**src/hdl/skls_pkg.sv**
```systemverilog
// Shared types and constants for the streaming k-th largest selector.
package skls_pkg;

  // Heap capacity and the widths that follow from it.
  localparam int MAX_KEEP = 2048;
  localparam int ADDR_W   = $clog2(MAX_KEEP);
  localparam int CNT_W    = ADDR_W + 1;
  localparam int CFG_W    = 12;
  localparam int DATA_W   = 32;

  // Configuration register indexes.
  localparam int REG_KEEP_COUNT = 0;

  typedef logic signed [DATA_W-1:0] value_t;
  typedef logic [ADDR_W-1:0]        addr_t;
  typedef logic [CNT_W-1:0]         cnt_t;

  typedef enum logic [2:0] {
    ST_IDLE,
    ST_DECIDE,
    ST_UP_RD,
    ST_UP_CMP,
    ST_DN_RD,
    ST_DN_CMP,
    ST_FINISH
  } state_t;

  // Commands from the controller to the datapath.
  typedef struct packed {
    logic load;
    logic start_up;
    logic start_dn;
    logic rd_parent;
    logic rd_children;
    logic wr_key;
    logic up_move;
    logic dn_move;
    logic emit;
  } cmd_t;

  // Status from the datapath to the controller.
  typedef struct packed {
    logic insert;
    logic replace;
    logic pos_zero;
    logic parent_le;
    logic dn_stop;
    logic last;
    logic out_busy;
    cnt_t kept_total;
  } status_t;

endpackage

```
**src/hdl/skls_ctrl.sv**
```systemverilog
// Controller state machine that sequences heap insertion, replacement and result output.
module skls_ctrl (
  input  logic             clk,
  input  logic             rst,
  input  logic             s_tvalid,
  output logic             s_tready,
  input  skls_pkg::status_t st,
  output skls_pkg::cmd_t    cmd,
  output skls_pkg::state_t  state
);
  import skls_pkg::*;

  state_t state_next;

  // State register.
  always_ff @(posedge clk) begin
    if (rst) begin
      state <= ST_IDLE;
    end else begin
      state <= state_next;
    end
  end

  // Next state.
  always_comb begin
    state_next = state;
    case (state)
      ST_IDLE: begin
        if (s_tvalid) state_next = ST_DECIDE;
      end
      ST_DECIDE: begin
        if (st.insert) begin
          state_next = ST_UP_RD;
        end else if (st.replace) begin
          state_next = ST_DN_RD;
        end else begin
          state_next = ST_FINISH;
        end
      end
      ST_UP_RD: begin
        state_next = st.pos_zero ? ST_FINISH : ST_UP_CMP;
      end
      ST_UP_CMP: begin
        state_next = st.parent_le ? ST_FINISH : ST_UP_RD;
      end
      ST_DN_RD: begin
        state_next = ST_DN_CMP;
      end
      ST_DN_CMP: begin
        state_next = st.dn_stop ? ST_FINISH : ST_DN_RD;
      end
      ST_FINISH: begin
        if (!st.last || !st.out_busy) state_next = ST_IDLE;
      end
      default: begin
        state_next = ST_IDLE;
      end
    endcase
  end

  // Outputs.
  always_comb begin
    cmd      = '0;
    s_tready = 1'b0;
    case (state)
      ST_IDLE: begin
        s_tready = 1'b1;
        cmd.load = s_tvalid;
      end
      ST_DECIDE: begin
        cmd.start_up = st.insert;
        cmd.start_dn = !st.insert && st.replace;
      end
      ST_UP_RD: begin
        cmd.wr_key    = st.pos_zero;
        cmd.rd_parent = !st.pos_zero;
      end
      ST_UP_CMP: begin
        cmd.wr_key  = st.parent_le;
        cmd.up_move = !st.parent_le;
      end
      ST_DN_RD: begin
        cmd.rd_children = 1'b1;
      end
      ST_DN_CMP: begin
        cmd.wr_key  = st.dn_stop;
        cmd.dn_move = !st.dn_stop;
      end
      ST_FINISH: begin
        cmd.emit = st.last && !st.out_busy;
      end
      default: begin
        cmd = '0;
      end
    endcase
  end

endmodule

```
**config.mk**
```make
export PLATFORM = sky130hd
export DESIGN_NAME = skls_ctrl
export DESIGN_NICKNAME = d
export VERILOG_FILES = /design/src/hdl/skls_pkg.sv /design/src/hdl/skls_ctrl.sv
export SDC_FILE = /design/constraint.sdc
export NUM_CORES = 1
export LEC_CHECK = 0
export ABC_AREA = 1
export BUFFER_PORTS_ARGS = -buffer_cell sky130_fd_sc_hd__buf_2
export CORE_AREA = 2 2 39 41
export DETAILED_ROUTE_END_ITERATION = 16
export DIE_AREA = 0 0 41 43
export HOLD_SLACK_MARGIN = 0.1
export RECOVER_POWER = 25
export SLEW_MARGIN = 20
export SYNTH_ARGS = -nofsm -noshare
export SYNTH_HDL_FRONTEND = slang
export SYNTH_SLANG_ARGS = --single-unit
```
**constraint.sdc**
```tcl
create_clock -name clk -period 1 [get_ports clk]
set_clock_uncertainty 0.15 [all_clocks]
set_input_delay 0.05 -clock clk [delete_from_list [all_inputs] [get_ports clk]]
set_output_delay 0.05 -clock clk [all_outputs]
set_load 0.02 [all_outputs]
```
==> impl_metrics.toml <==
[synth]
ys_ff_latch = 3
syn_nets = 74
syn_area_um2 = 308
syn_area_per_cell_um2 = 5.92
yosysUniqueCellTypes = 15
synthCells = 52
seq_area_frac_synth_pct = 19.5
yosysWarnings = 0

[clocking]
cts-root-buf = "clkbuf_4"
clock-sinks = 3
path_clk_slew_ps = 40
clockBufferDepth = 2
postCtsHoldBufs = 1
htree_levels = 1
numCtsBuffers = 3
cts_tree = "done"
clock_insertion_delay_worst_skew_ps = 230

[power]
leakage_uw = 0.000381
p_per_area_mw_per_mm2 = 2250
peakVddDrop_v = 0.00136
power_uw = 1680

[layout]
final_nets = 111
reg_top3 = "state x3"
diodes = 0
top_register = "state"
final_area_um2 = 744
fin_util_pct = 53.8
synthToLayoutAreaGrowth_pct = 142
drive_gt1_share_pct = 80.7
largest_reg_flops = 3

[sta]
fin_crit_ps = 1350
setup_slack_ps = -353
setup_viol = 15
fmaxAchievable_mhz = 739
relSlewSlack_pct = 88.4
finalMaxSlewViolations = 0
worstMarginPinSlew_ps = 173
rsz0062_at_grt = "true"
fin_crit_sh_pct = 135
hold_viol_final = 1
timing.hold.ws_ps = -19.1

[routing]
first_pass_iters = 2
wire_per_inst_um = 9.62
via_count = 443
drt_first_iter_violations = 1
route.detailed.drc = 0
postRouteAntennaNets = 0
via_per_inst = 4.26
wirelength_um = 1000

[floorplanning]
die_x_um = 41
initial_core_util_pct = 22.2
core_area_mm2 = 0.00138
fp.dieArea_mm2 = 0.00176
rows = 14
io_pins = 35
die_h_um = 43

[critical_path]
start_kind = "flip-flop"
required_ps = 800
crit_arrival_ps = 1150
cp-end-kind = "primary output"
path_max_fanout = 6
crit_type = "flip-flop to primary output"

[outcome]
violations = "hold timing, setup timing"
status = "finished, violations left"

[global_routing]
grt_max_degree = 8
grt_first_pass_wirelength_um = 1540
grt_util_all_layers_pct = 12.6
antenna_found_initial = 0
grt_pass1_vias = 381
gr-total-overflow = 0

[flow_run]
drv_cap = 0

[place]
place_congestion = 0.687
dp_slack_ps = -130
io_buffers = 22
place_area_um2 = 538
place_hpwl_um = 676

[worst_hold_path]
hp-class = "input port to flip-flop"
per-stage QoR:
stage                     setup TNS (ps)  hold WS [ps]  instances
after floorplan                    -1160         -17.6         52
after global placement              -846           172         93
after detailed placement           -1020           173         93
after CTS                          -3760         -30.3        104
after global routing               -4440         -20.6        104
final                              -3600         -19.1        104
cell type report:
type | instances | area (um2)
Inverter | 10 | 42.5
Timing Repair Buffer | 34 | 277
Multi-Input combinational cell | 37 | 308
Sequential cell | 3 | 71.3
Clock buffer | 4 | 26.3
Fill cell | 144 | 639
Tap cell | 16 | 20.0
cells by family (layout without fill, tap and decap cells):
kind of cell,after synthesis,after routing,synth area share (%)
AND/OR/NAND/NOR,36,36,59.4
buffers and inverters,12,48,19.5
flip-flops,3,3,19.5
AO/OA/AOI/OAI,1,1,1.62
placed cells by master (no fill, tap or decap), drive strengths merged:
cell type,instances
nand4,1
clkbuf,4
nand2,9
nor3,2
nor2,13
a21oi,1
dfxtp,3
nor4,1
inv,10
buf,33
nand3,10
dlygate4sd3,1
worst paths after layout:
path	start	endpoint	slack, ps	depth (start not counted)
setup reg to reg	state[0]	state[2]	-160	7
setup / recovery	state[1]	cmd[1]	-350	3
hold reg to reg	state[0]	state[0]	460	3
hold / removal	st[16]	state[0]	-20	4
timing repair:
item / CTS / global route
cloned: 0 / 0
pin swaps: 4 / 4
hold endpoints to repair: 3 / 1
buffers inserted: 6 / 2
setup endpoints to repair: 16 / 16
gates resized for setup: 37 / 5
power by group:
group	leakage [uW]	total [uW]	switching, uW	internal, uW
Clock	0.0000150	208	58.7	149
Combinational	0.000339	1180	621	558
Sequential	0.0000267	289	107	183
layer usage:
metal / GRT usage (%) / vias up / routed length, um
li1: - / 236 / -
met1: 14.1 / 194 / 363
met2: 22.5 / 13 / 580
met3: 2.09 / 0 / 56
met4: 4.00 / 0 / 0
met5: 0 / - / 0
worst max-delay path: stages (launching register included):
cell and delay, ps:
dfxtp_4 370, buf_6 140, nor4_4 240, buf_4 170
synth_stat cells (all sizes together):
library cell,n,area (um2)
nor2,13,61.3
inv,10,37.5
nand3,10,60.1
nand2,9,38.8
dfxtp,3,60.1
buf,2,22.5
nor3,2,10.0
a21oi,1,5.00
nand4,1,6.26
nor4,1,6.26
No activity file was read; power rests on OpenSTA's default activity.
